### config.mk
export PLATFORM = sky130hd
export DESIGN_NAME = resp_array_command_parser_top
export DESIGN_NICKNAME = d
export VERILOG_FILES = /design/src/rapc_pkg.sv /design/src/rapc_core.sv /design/src/resp_array_command_parser_top.sv
export VERILOG_INCLUDE_DIRS = /design/src /design/src/src
export SDC_FILE = /design/constraint.sdc
export NUM_CORES = 1
export LEC_CHECK = 0
export ABC_AREA = 0
export BUFFER_PORTS_ARGS = -buffer_cell sky130_fd_sc_hd__clkbuf_2
export CAP_MARGIN = 20
export CELL_PAD_IN_SITES_DETAIL_PLACEMENT = 1
export CELL_PAD_IN_SITES_GLOBAL_PLACEMENT = 2
export CORE_ASPECT_RATIO = 0.6
export CORE_MARGIN = 1
export CORE_UTILIZATION = 30
export CTS_CLUSTER_DIAMETER = 40
export DETAILED_ROUTE_END_ITERATION = 10
export GPL_ROUTABILITY_DRIVEN = 0
export HOLD_SLACK_MARGIN = 0.08
export PLACE_DENSITY = 0.69
export SLEW_MARGIN = 30
export SYNTH_ARGS = -nofsm -noshare
export SYNTH_HDL_FRONTEND = slang
export SYNTH_SLANG_ARGS = --single-unit
### constraint.sdc
create_clock -name i_clk -period 5.8 [get_ports i_clk]
set_input_delay 0.29 -clock i_clk [delete_from_list [all_inputs] [get_ports i_clk]]
set_output_delay 0.29 -clock i_clk [all_outputs]
set_load 0.02 [all_outputs]
### src/resp_array_command_parser_top_macros.svh
// Assertion macros shared by the request parser modules.
// Define NO_ASSERTIONS to compile the checks away.
`ifndef RESP_ARRAY_COMMAND_PARSER_TOP_MACROS_SVH
`define RESP_ARRAY_COMMAND_PARSER_TOP_MACROS_SVH
`ifndef NO_ASSERTIONS
`define RAPC_ASSERT_IMPLY(lbl, ante, cons, msg) \
    lbl: assert property (@(posedge i_clk) disable iff (!i_rst_n) (ante) |-> (cons)) \
        else $error(msg);
`define RAPC_ASSERT_NEXT(lbl, ante, cons, msg) \
    lbl: assert property (@(posedge i_clk) disable iff (!i_rst_n) (ante) |=> (cons)) \
        else $error(msg);
`else
`define RAPC_ASSERT_IMPLY(lbl, ante, cons, msg)
`define RAPC_ASSERT_NEXT(lbl, ante, cons, msg)
`endif
`endif

### src/rapc_pkg.sv
// Package for the request array parser: widths, character codes, phase type
// and the per-byte result structure. No dependencies.
`timescale 1ns / 1ps
`default_nettype none

package rapc_pkg;

    localparam int COUNT_BITS = 32;
    localparam int LEN_BITS   = 32;
    localparam int ACC_W      = (COUNT_BITS > LEN_BITS) ? COUNT_BITS : LEN_BITS;
    localparam int SUM_W      = ACC_W + 4;
    localparam int IDX_W      = 31;

    localparam logic [SUM_W-1:0] CNT_NEG_MAX = SUM_W'(1) << (COUNT_BITS - 1);
    localparam logic [SUM_W-1:0] LEN_NEG_MAX = SUM_W'(1) << (LEN_BITS - 1);

    localparam logic [7:0] CH_STAR   = 8'h2A;
    localparam logic [7:0] CH_DOLLAR = 8'h24;
    localparam logic [7:0] CH_MINUS  = 8'h2D;
    localparam logic [7:0] CH_CR     = 8'h0D;
    localparam logic [7:0] CH_LF     = 8'h0A;
    localparam logic [7:0] CH_ZERO   = 8'h30;
    localparam logic [7:0] CH_NINE   = 8'h39;

    typedef enum logic [2:0] {
        PH_ARRAY,
        PH_COUNT,
        PH_DOLLAR,
        PH_LEN,
        PH_BODY,
        PH_CR,
        PH_LF
    } t_phase;

    typedef struct packed {
        logic             payload_valid;
        logic [7:0]       payload_byte;
        logic [IDX_W-1:0] arg_index;
        logic             arg_done;
        logic [IDX_W-1:0] arg_length;
        logic             command_done;
        logic [IDX_W-1:0] arg_count;
        logic             parse_error;
    } t_result;

endpackage

`default_nettype wire

### src/rapc_core.sv
// Parser state machine: holds the framing state and turns one byte into one
// result per advance. Depends on rapc_pkg and the assertion macro header.
`timescale 1ns / 1ps
`default_nettype none
`include "resp_array_command_parser_top_macros.svh"

module rapc_core (
    input  wire logic             i_clk,
    input  wire logic             i_rst_n,
    input  wire logic             i_advance,
    input  wire logic [7:0]       i_byte,
    output rapc_pkg::t_result     o_result
);
    import rapc_pkg::*;

    t_phase                r_phase, n_phase;
    logic [ACC_W-1:0]      r_acc, n_acc;
    logic                  r_neg, n_neg;
    logic                  r_dseen, n_dseen;
    logic                  r_dclosed, n_dclosed;
    logic                  r_saw_cr, n_saw_cr;
    logic [COUNT_BITS-1:0] r_args_left, n_args_left;
    logic [IDX_W-1:0]      r_cur_arg, n_cur_arg;
    logic [IDX_W-1:0]      r_decl_len, n_decl_len;
    logic [IDX_W-1:0]      r_body_pos, n_body_pos;
    logic                  r_err, n_err;

    logic                  is_digit;
    logic [3:0]            digit;
    logic [SUM_W-1:0]      acc_sum;
    logic [SUM_W-1:0]      acc_lim;
    logic                  nb_err, nb_done;
    logic [ACC_W-1:0]      nb_acc;
    logic                  nb_neg, nb_dseen, nb_dclosed, nb_saw_cr;
    logic [IDX_W-1:0]      cur_arg_inc;
    logic [IDX_W-1:0]      body_pos_inc;
    logic                  last_arg;
    t_result               res;

    assign is_digit     = (i_byte >= CH_ZERO) && (i_byte <= CH_NINE);
    assign digit        = i_byte[3:0];
    assign cur_arg_inc  = r_cur_arg + IDX_W'(1);
    assign body_pos_inc = r_body_pos + IDX_W'(1);
    assign last_arg     = (r_args_left == COUNT_BITS'(1));

    assign acc_sum = SUM_W'({r_acc, 3'b000}) + SUM_W'({r_acc, 1'b0}) + SUM_W'(digit);
    assign acc_lim = ((r_phase == PH_COUNT) ? CNT_NEG_MAX : LEN_NEG_MAX) - SUM_W'(!r_neg);

    // Decimal field: optional minus, digits, then junk up to CR LF.
    always_comb begin
        nb_err     = 1'b0;
        nb_done    = 1'b0;
        nb_acc     = r_acc;
        nb_neg     = r_neg;
        nb_dseen   = r_dseen;
        nb_dclosed = r_dclosed;
        nb_saw_cr  = r_saw_cr;
        if (!r_dseen) begin
            if (is_digit) begin
                nb_dseen = 1'b1;
                nb_acc   = ACC_W'(digit);
            end else if ((i_byte == CH_MINUS) && !r_neg) begin
                nb_neg = 1'b1;
            end else begin
                nb_err = 1'b1;
            end
        end else if (!r_dclosed && is_digit) begin
            if (acc_sum > acc_lim) begin
                nb_err = 1'b1;
            end else begin
                nb_acc = acc_sum[ACC_W-1:0];
            end
        end else begin
            nb_dclosed = 1'b1;
            if ((i_byte == CH_LF) && r_saw_cr) begin
                nb_done = 1'b1;
            end else begin
                nb_saw_cr = (i_byte == CH_CR);
            end
        end
    end

    always_comb begin
        n_phase     = r_phase;
        n_acc       = r_acc;
        n_neg       = r_neg;
        n_dseen     = r_dseen;
        n_dclosed   = r_dclosed;
        n_saw_cr    = r_saw_cr;
        n_args_left = r_args_left;
        n_cur_arg   = r_cur_arg;
        n_decl_len  = r_decl_len;
        n_body_pos  = r_body_pos;
        n_err       = r_err;
        if (!r_err) begin
            unique case (r_phase)
                PH_ARRAY, PH_DOLLAR: begin
                    if (i_byte == ((r_phase == PH_ARRAY) ? CH_STAR : CH_DOLLAR)) begin
                        n_acc     = '0;
                        n_neg     = 1'b0;
                        n_dseen   = 1'b0;
                        n_dclosed = 1'b0;
                        n_saw_cr  = 1'b0;
                        n_phase   = (r_phase == PH_ARRAY) ? PH_COUNT : PH_LEN;
                    end else begin
                        n_err = 1'b1;
                    end
                end
                PH_COUNT: begin
                    n_acc     = nb_acc;
                    n_neg     = nb_neg;
                    n_dseen   = nb_dseen;
                    n_dclosed = nb_dclosed;
                    n_saw_cr  = nb_saw_cr;
                    if (nb_err) begin
                        n_err = 1'b1;
                    end else if (nb_done) begin
                        if (r_neg || (r_acc == '0)) begin
                            n_phase = PH_ARRAY;
                        end else begin
                            n_args_left = r_acc[COUNT_BITS-1:0];
                            n_cur_arg   = '0;
                            n_phase     = PH_DOLLAR;
                        end
                    end
                end
                PH_LEN: begin
                    n_acc     = nb_acc;
                    n_neg     = nb_neg;
                    n_dseen   = nb_dseen;
                    n_dclosed = nb_dclosed;
                    n_saw_cr  = nb_saw_cr;
                    if (nb_err) begin
                        n_err = 1'b1;
                    end else if (nb_done) begin
                        if (r_neg && (r_acc != '0)) begin
                            n_err = 1'b1;
                        end else begin
                            n_decl_len = r_acc[IDX_W-1:0];
                            n_body_pos = '0;
                            n_saw_cr   = 1'b0;
                            n_phase    = (r_acc == '0) ? PH_CR : PH_BODY;
                        end
                    end
                end
                PH_BODY: begin
                    if ((i_byte == CH_LF) && r_saw_cr) begin
                        n_err = 1'b1;
                    end else begin
                        n_saw_cr   = (i_byte == CH_CR);
                        n_body_pos = body_pos_inc;
                        if (body_pos_inc == r_decl_len) begin
                            n_phase = PH_CR;
                        end
                    end
                end
                PH_CR: begin
                    if (i_byte == CH_CR) begin
                        n_phase = PH_LF;
                    end else begin
                        n_err = 1'b1;
                    end
                end
                PH_LF: begin
                    if (i_byte != CH_LF) begin
                        n_err = 1'b1;
                    end else begin
                        n_cur_arg   = cur_arg_inc;
                        n_args_left = r_args_left - COUNT_BITS'(1);
                        n_phase     = last_arg ? PH_ARRAY : PH_DOLLAR;
                    end
                end
                default: begin
                    n_err = 1'b1;
                end
            endcase
        end
    end

    always_comb begin
        res = '0;
        if (n_err) begin
            res.parse_error = 1'b1;
        end else begin
            unique case (r_phase)
                PH_COUNT: begin
                    if (nb_done && (r_neg || (r_acc == '0))) begin
                        res.command_done = 1'b1;
                    end
                end
                PH_BODY: begin
                    res.payload_valid = 1'b1;
                    res.payload_byte  = i_byte;
                    res.arg_index     = r_cur_arg;
                end
                PH_LF: begin
                    res.arg_index  = r_cur_arg;
                    res.arg_done   = 1'b1;
                    res.arg_length = r_decl_len;
                    if (last_arg) begin
                        res.command_done = 1'b1;
                        res.arg_count    = cur_arg_inc;
                    end
                end
                default: begin
                end
            endcase
        end
    end

    assign o_result = res;

    always_ff @(posedge i_clk) begin
        if (!i_rst_n) begin
            r_phase     <= PH_ARRAY;
            r_acc       <= '0;
            r_neg       <= 1'b0;
            r_dseen     <= 1'b0;
            r_dclosed   <= 1'b0;
            r_saw_cr    <= 1'b0;
            r_args_left <= '0;
            r_cur_arg   <= '0;
            r_decl_len  <= '0;
            r_body_pos  <= '0;
            r_err       <= 1'b0;
        end else if (i_advance) begin
            r_phase     <= n_phase;
            r_acc       <= n_acc;
            r_neg       <= n_neg;
            r_dseen     <= n_dseen;
            r_dclosed   <= n_dclosed;
            r_saw_cr    <= n_saw_cr;
            r_args_left <= n_args_left;
            r_cur_arg   <= n_cur_arg;
            r_decl_len  <= n_decl_len;
            r_body_pos  <= n_body_pos;
            r_err       <= n_err;
        end
    end

    `RAPC_ASSERT_NEXT(a_err_sticky, r_err, r_err, "error flag cleared without reset")
    `RAPC_ASSERT_IMPLY(a_body_in_range, r_phase == PH_BODY, r_body_pos < r_decl_len,
        "body position reached the declared length inside the body")
    `RAPC_ASSERT_IMPLY(a_result_kind, 1'b1,
        $onehot0({res.payload_valid, res.arg_done, res.parse_error}),
        "result carries more than one kind of event")
    `RAPC_ASSERT_IMPLY(a_args_nonzero, r_phase == PH_DOLLAR || r_phase == PH_LF,
        r_args_left != '0, "argument countdown ran out inside a command")

endmodule

`default_nettype wire

### src/resp_array_command_parser_top.sv
// Top level of the request array parser: input and result registers with
// valid/stall handshakes around rapc_core. Depends on rapc_pkg and rapc_core.
//
// Usage: request bytes enter on i_byte_in with i_in_valid; a transaction is
// taken on a rising edge where i_in_valid is high and o_in_stall is low.
// Every byte yields exactly one result transaction on the output channel,
// presented with o_out_valid and taken when i_out_stall is low.
// A taken byte waits in the input register and is parsed by rapc_core when
// the core advances; its result is then held in the result register.
// Throughput is one byte per cycle unless the receiver stalls; all parsing of
// a byte sits between the input register and the result register.
// While the receiver stalls, the result register holds its payload and the
// input register keeps one more byte; o_in_stall rises only when both are
// full, so no byte is lost or repeated.
// Reset clears both handshake stages and returns the parser to waiting for
// an array marker with the error flag clear. After a framing error every
// result reports o_parse_error until the next reset.
`timescale 1ns / 1ps
`default_nettype none
`include "resp_array_command_parser_top_macros.svh"

module resp_array_command_parser_top (
    input  wire logic                      i_clk,
    input  wire logic                      i_rst_n,
    input  wire logic                      i_in_valid,
    output logic                           o_in_stall,
    input  wire logic [7:0]                i_byte_in,
    output logic                           o_out_valid,
    input  wire logic                      i_out_stall,
    output logic                           o_payload_valid,
    output logic [7:0]                     o_payload_byte,
    output logic [rapc_pkg::IDX_W-1:0]     o_arg_index,
    output logic                           o_arg_done,
    output logic [rapc_pkg::IDX_W-1:0]     o_arg_length,
    output logic                           o_command_done,
    output logic [rapc_pkg::IDX_W-1:0]     o_arg_count,
    output logic                           o_parse_error
);
    import rapc_pkg::*;

    logic       r_in_valid;
    logic [7:0] r_in_byte;
    logic       r_out_valid;
    t_result    r_out;
    t_result    step_res;
    logic       advance;

    assign advance    = r_in_valid && !(r_out_valid && i_out_stall);
    assign o_in_stall = r_in_valid && r_out_valid && i_out_stall;

    always_ff @(posedge i_clk) begin
        if (!i_rst_n) begin
            r_in_valid <= 1'b0;
        end else if (!o_in_stall) begin
            r_in_valid <= i_in_valid;
        end
    end

    always_ff @(posedge i_clk) begin
        if (i_in_valid && !o_in_stall) begin
            r_in_byte <= i_byte_in;
        end
    end

    rapc_core u_core (
        .i_clk     (i_clk),
        .i_rst_n   (i_rst_n),
        .i_advance (advance),
        .i_byte    (r_in_byte),
        .o_result  (step_res)
    );

    always_ff @(posedge i_clk) begin
        if (!i_rst_n) begin
            r_out_valid <= 1'b0;
        end else if (advance) begin
            r_out_valid <= 1'b1;
        end else if (!i_out_stall) begin
            r_out_valid <= 1'b0;
        end
    end

    always_ff @(posedge i_clk) begin
        if (advance) begin
            r_out <= step_res;
        end
    end

    assign o_out_valid     = r_out_valid;
    assign o_payload_valid = r_out.payload_valid;
    assign o_payload_byte  = r_out.payload_byte;
    assign o_arg_index     = r_out.arg_index;
    assign o_arg_done      = r_out.arg_done;
    assign o_arg_length    = r_out.arg_length;
    assign o_command_done  = r_out.command_done;
    assign o_arg_count     = r_out.arg_count;
    assign o_parse_error   = r_out.parse_error;

    `RAPC_ASSERT_NEXT(a_in_hold, r_in_valid && o_in_stall,
        r_in_valid && $stable(r_in_byte), "held input byte was lost or changed")
    `RAPC_ASSERT_NEXT(a_result_follows, advance, o_out_valid,
        "parsed byte produced no result transaction")
    `RAPC_ASSERT_IMPLY(a_stall_only_full, o_in_stall, r_out_valid && r_in_valid,
        "input stalled while a register stage was free")

endmodule

`default_nettype wire
==> results of run 1 <==
flip-flops by register name, indices dropped and copies added, names as in the netlist, 3 cells and up:
signal and cells:
u_core.r_acc 32, o_arg_count 31, u_core.r_body_pos 31, u_core.r_args_left 32
o_payload_byte 8, o_arg_index 31, o_arg_length 31, r_in_byte 8
u_core.r_decl_len 31, u_core.r_cur_arg 31, u_core.r_phase 3
metrics by stage:
step	cell area (sq um)	setup slack, ns	hold WS, ns	utilization, %
final	20000	0.252	0.320	36.5
after global routing	20000	0.0383	0.361	36.4
after CTS	19900	0.0198	0.322	36.3
after detailed placement	18400	0.0495	0.470	33.5
after global placement	18400	0.212	0.463	33.5
after floorplan	16900	0.972	0.389	-
layer usage:
| metal | track usage [%] | vias to the layer above |
|---|---|---|
| li1 | - | 7124 |
| met1 | 32.2 | 7444 |
| met2 | 28.8 | 274 |
| met3 | 3.43 | 53 |
| met4 | 3.30 | 0 |
| met5 | 0 | - |
timing repair:
action                                  4_1_cts  5_1_grt
hold endpoints to repair                     10        0
hold buffers                                 10        0
buffers inserted                              0        1
gates resized for setup                       0        9
endpoints found under the setup margin        0       34
path summary, 6_finish.rpt:
| check | startpoint | to | depth (start not counted) |
|---|---|---|---|
| max reg2reg | r_in_byte[3] | u_core.r_acc[2] | 21 |
| min reg2reg | u_core.r_decl_len[29] | u_core.r_decl_len[29] | 2 |
| max | r_in_byte[3] | u_core.r_acc[2] | 21 |
| min | i_rst_n | r_in_valid | 2 |
power groups by stage:
stage	logic (mW)	clock network (mW)	registers [mW]
global route	0.242	2.78	2.12
floorplan	0.104	0	2.20
global placement	0.218	0	2.16
CTS	0.226	2.70	2.12
finish	0.224	2.64	2.12
detailed placement	0.219	0	2.16
cell type report:
| class | instances | area, sq um | share of cell area, % |
|---|---|---|---|
| Antenna cell | 2 | 5.00 | 0.0250 |
| Inverter | 23 | 88.8 | 0.444 |
| Timing Repair Buffer | 183 | 1110 | 5.55 |
| Tap cell | 748 | 936 | 4.68 |
| Clock buffer | 51 | 1160 | 5.78 |
| Multi-Input combinational cell | 1483 | 9680 | 48.4 |
| Clock inverter | 23 | 278 | 1.39 |
| Sequential cell | 280 | 6740 | 33.7 |
critical path, cell delays in order (launching register included):
cell,delay (ns)
edfxtp_1,0.50
fa_1,0.56
fa_1,0.50
a211oi_2,0.31
o21a_1,0.21
o41ai_2,0.09
buf_4,0.18
o21a_1,0.20
o2111ai_1,0.23
nand2_1,0.10
a21oi_1,0.18
xnor2_1,0.14
ha_1,0.22
a21o_1,0.17
a21o_1,0.18
a21oi_1,0.16
a31oi_1,0.07
a221o_1,0.33
a311oi_4,0.30
nand3_2,0.24
o32a_1,0.45
o21ai_1,0.17
placed cells by master (no fill, tap or decap), types with 45 or more instances in the layout:
cell type and count:
nor3_1 45, xnor2_1 64, buf_4 55, ha_1 99, a21oi_1 108, o21ai_0 119, edfxtp_1 113, nor2_1 163
and2_1 113, clkbuf_2 117, nand2_1 220, dfxtp_1 167, nand3_1 45
kinds of logic (layout without fill, tap and decap cells):
| kind of cell | after synthesis | count (layout) | share of synthesized area, % |
|---|---|---|---|
| buf+inv | 132 | 280 | 3.33 |
| mux | 28 | 28 | 1.67 |
| simple gates | 766 | 766 | 23.1 |
| fa+ha+maj | 101 | 101 | 7.58 |
| flops | 280 | 280 | 39.9 |
| other cells | 0 | 2 | 0 |
| xor+xnor | 106 | 106 | 5.50 |
| compound gates | 482 | 482 | 18.9 |
==> metrics.cfg, run 1 <==
[sta]
max-slew-margin-rel_pct=37.0
min_period_ns=5.55
max_freq_mhz=180
fin_skew_ns=0.0244
post-route-period-util_pct=95.6
totalNegativeSetupSlack_ns=0
setup_violations=0
slew_viol_final=0
hold_viol=0
worst_pin_slew_ns=0.942
rsz0062_at_grt=no

[power_and_ir_drop]
power.switching_mw=1.21
seqPwrFrac_pct=42.5
p_comb_share_pct=4.5
switching_share_pct=24.3
ir_worst_vdd_v=0.000170
totalPowerFinal_mw=4.99
powerDensity_mw_per_mm2=249
intPower_mw=3.77
p_leak_nw=7.91
pwr-share-clk_pct=53.0

[clock_network]
numCtsBuffers=40
htree_levels=2
cts_tree=built
cts_buffer_depth=3
cts-root-buf=clkbuf_16
clock_latency_ns=0.56
clk_pin_slew_worst_paths_ns=0.05
cts_num_sinks=280

[logic_synthesis]
ys.flop_type=dfxtp_1
yosys_warnings=0
yosysUniqueCellTypes=88
synthCells=1895
yosysSeqAreaShare_pct=39.9
avgSynthCellArea_sq_um=8.90
synth_area_sq_mm=0.0169
yosysTopAreaCell=edfxtp_1
synth_area_leaders=edfxtp_1, dfxtp_1, ha_1
synth_edf_count=113
async_flop_share_pct=0
synth_top_area_share_pct=20.1
ys_seq_elements=280
synth_nets=2008
synth_common_cells=nand2_1, dfxtp_1, nor2_1
yosysMostFrequentCell=nand2_1

[worst_setup_path]
critical_path_class=reg2reg
end_kind=flop
crit_required_ns=6.28
cp_max_fo=5
r2r_slack_ns=0.25
arrival_ns=6.02
crit_path_start_kind=flop

[layout]
stdcell_count=2793
num-fill-cells=6419
drive_gt1_share_pct=14.5
synthToLayoutAreaGrowth_pct=18.5
finalNetCount=2124

[floorplan]
floorplan.io_pins=119
die_h_microns=186
die_w_microns=308
rows=66
initial_utilization_pct=30.8
dieArea_sq_mm=0.0572
design.core.area_sq_mm=0.0548

[hold_path]
hp-class=in2reg

[detailed_routing]
route.detailed.drc=0
routed_wl_microns=58800
avgViaCountPerCell=5.33
wl_met1_microns=31800
wire_per_inst_microns=21.0
wl_met3_microns=2810
drtAntennaViolNets=0
dr.pass1.iters=6
highest_layer=met4
vias=14900
initialDrtViolationCount=980
route.met2.wl_microns=23500

[status]
status=complete, no violations

[run]
maxCapViolations=0

[global_routing]
first_global_vias=14700
grt_pass1_wl_microns=90400
antenna_found_initial=0
grt_usage_pct=20.4
grt_max_degree=100
grt_overflow=0

[placed_design]
dpl.cell_count=2706
dp_hpwl_microns=42700
io_buffers=118

(Power assumes the default switching activity.)
==> run 2, diff against run 1 <==
--- a/config.mk
+++ b/config.mk
@@ -13,12 +13,12 @@
 export CELL_PAD_IN_SITES_GLOBAL_PLACEMENT = 2
 export CORE_ASPECT_RATIO = 0.6
 export CORE_MARGIN = 1
-export CORE_UTILIZATION = 30
+export CORE_UTILIZATION = 38
 export CTS_CLUSTER_DIAMETER = 40
 export DETAILED_ROUTE_END_ITERATION = 10
 export GPL_ROUTABILITY_DRIVEN = 0
 export HOLD_SLACK_MARGIN = 0.08
-export PLACE_DENSITY = 0.69
+export PLACE_DENSITY = 0.83
 export SLEW_MARGIN = 30
 export SYNTH_ARGS = -nofsm -noshare
 export SYNTH_HDL_FRONTEND = slang
==> metrics.cfg, run 2 (synthesis gave the netlist of run 1 again) <==
[sta]
post-route-period-util_pct=96.7
rsz0062_at_grt=no
totalNegativeSetupSlack_ns=0
hold_viol=0
worst_pin_slew_ns=1.01
max-slew-margin-rel_pct=32.1
max_freq_mhz=178
min_period_ns=5.61
setup_violations=0
slew_viol_final=0
fin_skew_ns=0.0266

[layout]
fin_util_pct=45.0
synthToLayoutAreaGrowth_pct=16.1
finalNetCount=2103
reg_top3=u_core.r_acc x32, u_core.r_args_left x32
layout.cells.most_common_list=nand2_1, dfxtp_1, nor2_1
num-fill-cells=5053
drive_gt1_share_pct=13.3
layout_commonest_cell=nand2_1

[clock_network]
cts_buffer_depth=3
cts_tree=built
htree_levels=2
cts-root-buf=clkbuf_16
numCtsBuffers=38
clk_pin_slew_worst_paths_ns=0.06
clock_latency_ns=0.54
cts_num_sinks=280

[detailed_routing]
dr.pass1.iters=8
route.detailed.drc=4
wire_per_inst_microns=22.3
routed_wl_microns=57900
initialDrtViolationCount=1151
vias=15100
avgViaCountPerCell=5.80
drtAntennaViolNets=0

[global_routing]
grt_usage_pct=25.3
grt_max_degree=102
first_global_vias=14900
grt_overflow=0
grt_pass1_wl_microns=88700
antenna_found_initial=2

[worst_setup_path]
critPathMostFrequentCell=ha_1
path_cells=ha_1 -> ha_1 -> a21oi_1 -> o211ai_1 -> a22oi_1 -> and3_1 -> o31ai_1 -> a21boi_0 -> xnor2_1 -> ha_1 -> a21o_1 -> a21o_1 -> a21oi_1 -> a31oi_1 -> a221o_1 -> a311oi_2 -> nand3_1 -> o32a_1 -> o21ai_1
slowest_delay_ns=0.64
cp_max_fo=6
r2r_start=u_core.r_acc[5]
slowest_stage=dfxtp_1
crit_required_ns=6.26
end_kind=flop
path_delay_family=compound AO/OA/AOI/OAI gates
critical_path_class=reg2reg
crit_path_start_kind=flop
arrival_ns=6.07
cp-startpoint=u_core.r_acc[5]
cp.buffers_inverters=0

[floorplan]
die_h_microns=165
dieArea_sq_mm=0.0453
rows=59
initial_utilization_pct=38.7
design.core.area_sq_mm=0.0436
floorplan.io_pins=119
die_w_microns=274

[run]
maxCapViolations=0

[power_and_ir_drop]
powerDensity_mw_per_mm2=250
p_leak_nw=7.78
totalPowerFinal_mw=4.90
ir_worst_vdd_v=0.000172

[status]
status=finished, violations left
violations=design-rule violations

[placed_design]
io_buffers=118
dp_hpwl_microns=41500

[hold_path]
hp-class=in2reg
min_from=i_rst_n

==> run 2: changes by cell type in the layout (fill, tap and decap cells not counted), moves of 2 or more <==
cell and delta:
clkbuf_16 +2, inv_6 -2, buf_4 -21, inv_8 -2
clkinv_2 -3, clkinvlp_4 +2, clkbuf_8 -2, clkinv_4 +3
==> run 2: per-layer routing <==
metal / vias up / track usage (%) / wire (microns)
met1: 7572 / 38.9 / 29800
li1: 7068 / - / -
met2: 377 / 36.3 / 23800
met4: 0 / 4.62 / 692
met5: - / 0 / 0
met3: 53 / 4.83 / 3550
==> run 2: layout make-up <==
class	count	area, sq um	area share, %
multi-input cells	1483	9640	49.2
flip-flops and latches	280	6740	34.4
clock buffers	51	1180	6.02
repair buffers	164	1000	5.10
well taps	579	724	3.70
clock inverters	19	215	1.10
inverters	23	88.8	0.454
diodes	1	2.50	0.0128
==> run 2: report_power, final <==
part	switching (mW)	internal, mW	leakage, nW	total (mW)
Sequential	0.0299	2.09	2.35	2.12
Clock	0.974	1.58	0.672	2.56
Combinational	0.158	0.0682	4.76	0.226
Total	1.16	3.74	7.78	4.90
==> run 2: final timing paths <==
kind / depth (start not counted) / end / slack [ns]
worst max-delay path: 19 / u_core.r_acc[1] / 0.19
worst min-delay path: 2 / u_core.r_cur_arg[7] / 0.36
worst max register to register: 19 / u_core.r_acc[1] / 0.19
worst min register to register: 2 / u_core.r_args_left[31] / 0.49
==> run 2: per-stage QoR <==
| stage | worst slack (ns) | hold slack (ns) | std cells | cell area [sq um] |
|---|---|---|---|---|
| final | 0.192 | 0.361 | 2600 | 19600 |
| after global routing | 0.0373 | 0.379 | 2599 | 19600 |
| after CTS | 0.257 | 0.350 | 2599 | 19600 |
| after detailed placement | 0.339 | 0.469 | 2519 | 18100 |
| after global placement | 0.513 | 0.463 | 2518 | 18000 |
| after floorplan | 0.972 | 0.389 | 1895 | 16900 |
==> run 2: repair_timing <==
| action | 4_1_cts | 5_1_grt |
|---|---|---|
| buffers inserted | 0 | 0 |
| hold buffers | 10 | 0 |
| endpoints found under the setup margin | 0 | 28 |
| endpoints found under the hold margin | 10 | 0 |
| resized for setup | 0 | 3 |
==> run 3, diff against run 2 <==
--- a/config.mk
+++ b/config.mk
@@ -11,7 +11,6 @@
 export CAP_MARGIN = 20
 export CELL_PAD_IN_SITES_DETAIL_PLACEMENT = 1
 export CELL_PAD_IN_SITES_GLOBAL_PLACEMENT = 2
-export CORE_ASPECT_RATIO = 0.6
 export CORE_MARGIN = 1
 export CORE_UTILIZATION = 38
 export CTS_CLUSTER_DIAMETER = 40
==> metrics.cfg, run 3 (synthesis gave the netlist of run 1 again) <==
[status]
status=complete, no violations

[layout]
antenna_cells=0
fin_util_pct=45.5
finalNetCount=2112
layout_commonest_cell=nand2_1
reg_top3=u_core.r_acc x32, u_core.r_args_left x32
layout.cells.most_common_list=nand2_1, dfxtp_1, nor2_1
drive_gt1_share_pct=13.9
synthToLayoutAreaGrowth_pct=17.2
num-fill-cells=5073

[detailed_routing]
route.detailed.drc=0
routed_wl_microns=51900
drtAntennaViolNets=0
wire_per_inst_microns=19.8
vias=14700
avgViaCountPerCell=5.61
initialDrtViolationCount=856
dr.pass1.iters=5

[placed_design]
io_buffers=118
dp_hpwl_microns=37500

[sta]
totalNegativeSetupSlack_ns=0
hold_viol=0
worst_pin_slew_ns=0.938
setup_violations=0
max-slew-margin-rel_pct=37.0
min_period_ns=5.71
fin_skew_ns=0.0222
slew_viol_final=0
max_freq_mhz=175
post-route-period-util_pct=98.4

[hold_path]
hp-class=in2reg
hold_path_depth=2
min_from=i_rst_n
min_to=r_in_valid

[global_routing]
grt_usage_pct=23.1
grt_overflow=0
grt_pass1_wl_microns=82300
grt_max_degree=105
antenna_found_initial=0
first_global_vias=15000

[worst_setup_path]
reg2reg_to=u_core.r_acc[0]
critPathMostFrequentCell=a21oi_1
cp_max_fo=25
critical_path_class=reg2reg
crit_required_ns=6.28
slowest_delay_ns=0.63
arrival_ns=6.19
end_kind=flop
cp.buffers_inverters=0
slowest_stage=a2111oi_0
path_delay_family=compound AO/OA/AOI/OAI gates
path_cells=fa_1 -> ha_1 -> a21oi_1 -> nor2_1 -> o21bai_1 -> a21oi_1 -> o21ai_0 -> nand2b_1 -> a311o_1 -> xor2_1 -> ha_1 -> a21oi_1 -> o21a_1 -> o22ai_1 -> a2111oi_0 -> a211oi_1 -> a311oi_2 -> nand4_4 -> and2_4 -> a32o_1
crit_path_start_kind=flop
r2r_cells=20
r2r_slack_ns=0.09
cp_num_cells=20
r2r_start=r_in_byte[3]

[clock_network]
clk_pin_slew_worst_paths_ns=0.05
clock_latency_ns=0.58
htree_levels=2
numCtsBuffers=48
cts_buffer_depth=3
cts-root-buf=clkbuf_16
cts_num_sinks=280
postCtsSetupBuffers=0
cts_tree=built

[floorplan]
die_h_microns=213
initial_utilization_pct=38.8
design.core.area_sq_mm=0.0435
floorplan.io_pins=119
rows=76
die_w_microns=213
dieArea_sq_mm=0.0452

[run]
maxCapViolations=0

[power_and_ir_drop]
powerDensity_mw_per_mm2=262
ir_worst_vdd_v=0.000190
p_leak_nw=7.89

[run 3: metrics by stage]
stage	cells	instance area [sq um]	power, mW	setup WS (ns)	hold WS, ns
after floorplan	1895	16900	2.30	0.972	0.389
after global placement	2524	18000	2.37	0.488	0.464
after detailed placement	2524	18000	2.38	0.371	0.469
after CTS	2624	19800	5.24	0.337	0.257
after global routing	2624	19800	5.33	-0.161	0.283
final	2624	19800	5.18	0.0923	0.265
[run 3: worst max path at each step]
stage	slack, ns	end	start
finish	0.09	u_core.r_acc[0]	r_in_byte[3]
global route	-0.16	u_core.r_acc[0]	r_in_byte[3]
CTS	0.34	u_core.r_acc[0]	r_in_byte[3]
detailed placement	0.37	u_core.r_acc[0]	r_in_byte[3]
global placement	0.49	u_core.r_acc[0]	r_in_byte[3]
floorplan	0.97	u_core.r_acc[10]	r_in_byte[3]
[run 3: metal layers]
layer	global-route usage [%]	vias up	routed length (microns)
met2	38.1	270	24400
met5	0	-	0
met1	31.8	7274	24600
li1	-	7109	-
met3	3.02	56	2080
met4	5.41	0	875
[run 3: worst reg2reg max path, delay by kind of cell (launching register included)]
kind,cells,cell delay (ns)
AOI/OAI and AO/OA,12,3.00
xor gates and xnor gates,1,0.23
adders and majority gates,3,1.18
DFF,1,0.50
and+or+nand+nor,4,0.68
[run 3: power breakdown]
group | switching (mW) | internal, mW | total [mW] | leakage [nW]
clock network | 1.08 | 1.75 | 2.84 | 0.794
registers | 0.0325 | 2.09 | 2.12 | 2.35
logic | 0.154 | 0.0665 | 0.220 | 4.74
[run 3: area by class of cell]
class / count / area (sq um) / area share, %
Multi-Input combinational cell: 1483 / 9630 / 48.7
Tap cell: 585 / 732 / 3.70
Clock buffer: 54 / 1240 / 6.29
Inverter: 23 / 88.8 / 0.449
Timing Repair Buffer: 163 / 960 / 4.85
Sequential cell: 280 / 6740 / 34.1
Clock inverter: 36 / 377 / 1.91
[run 3: what timing repair did]
item	4_1_cts	5_1_grt
hold buffers	10	0
endpoints found under the setup margin	0	3
resized for setup	0	1
hold endpoints to repair	10	0
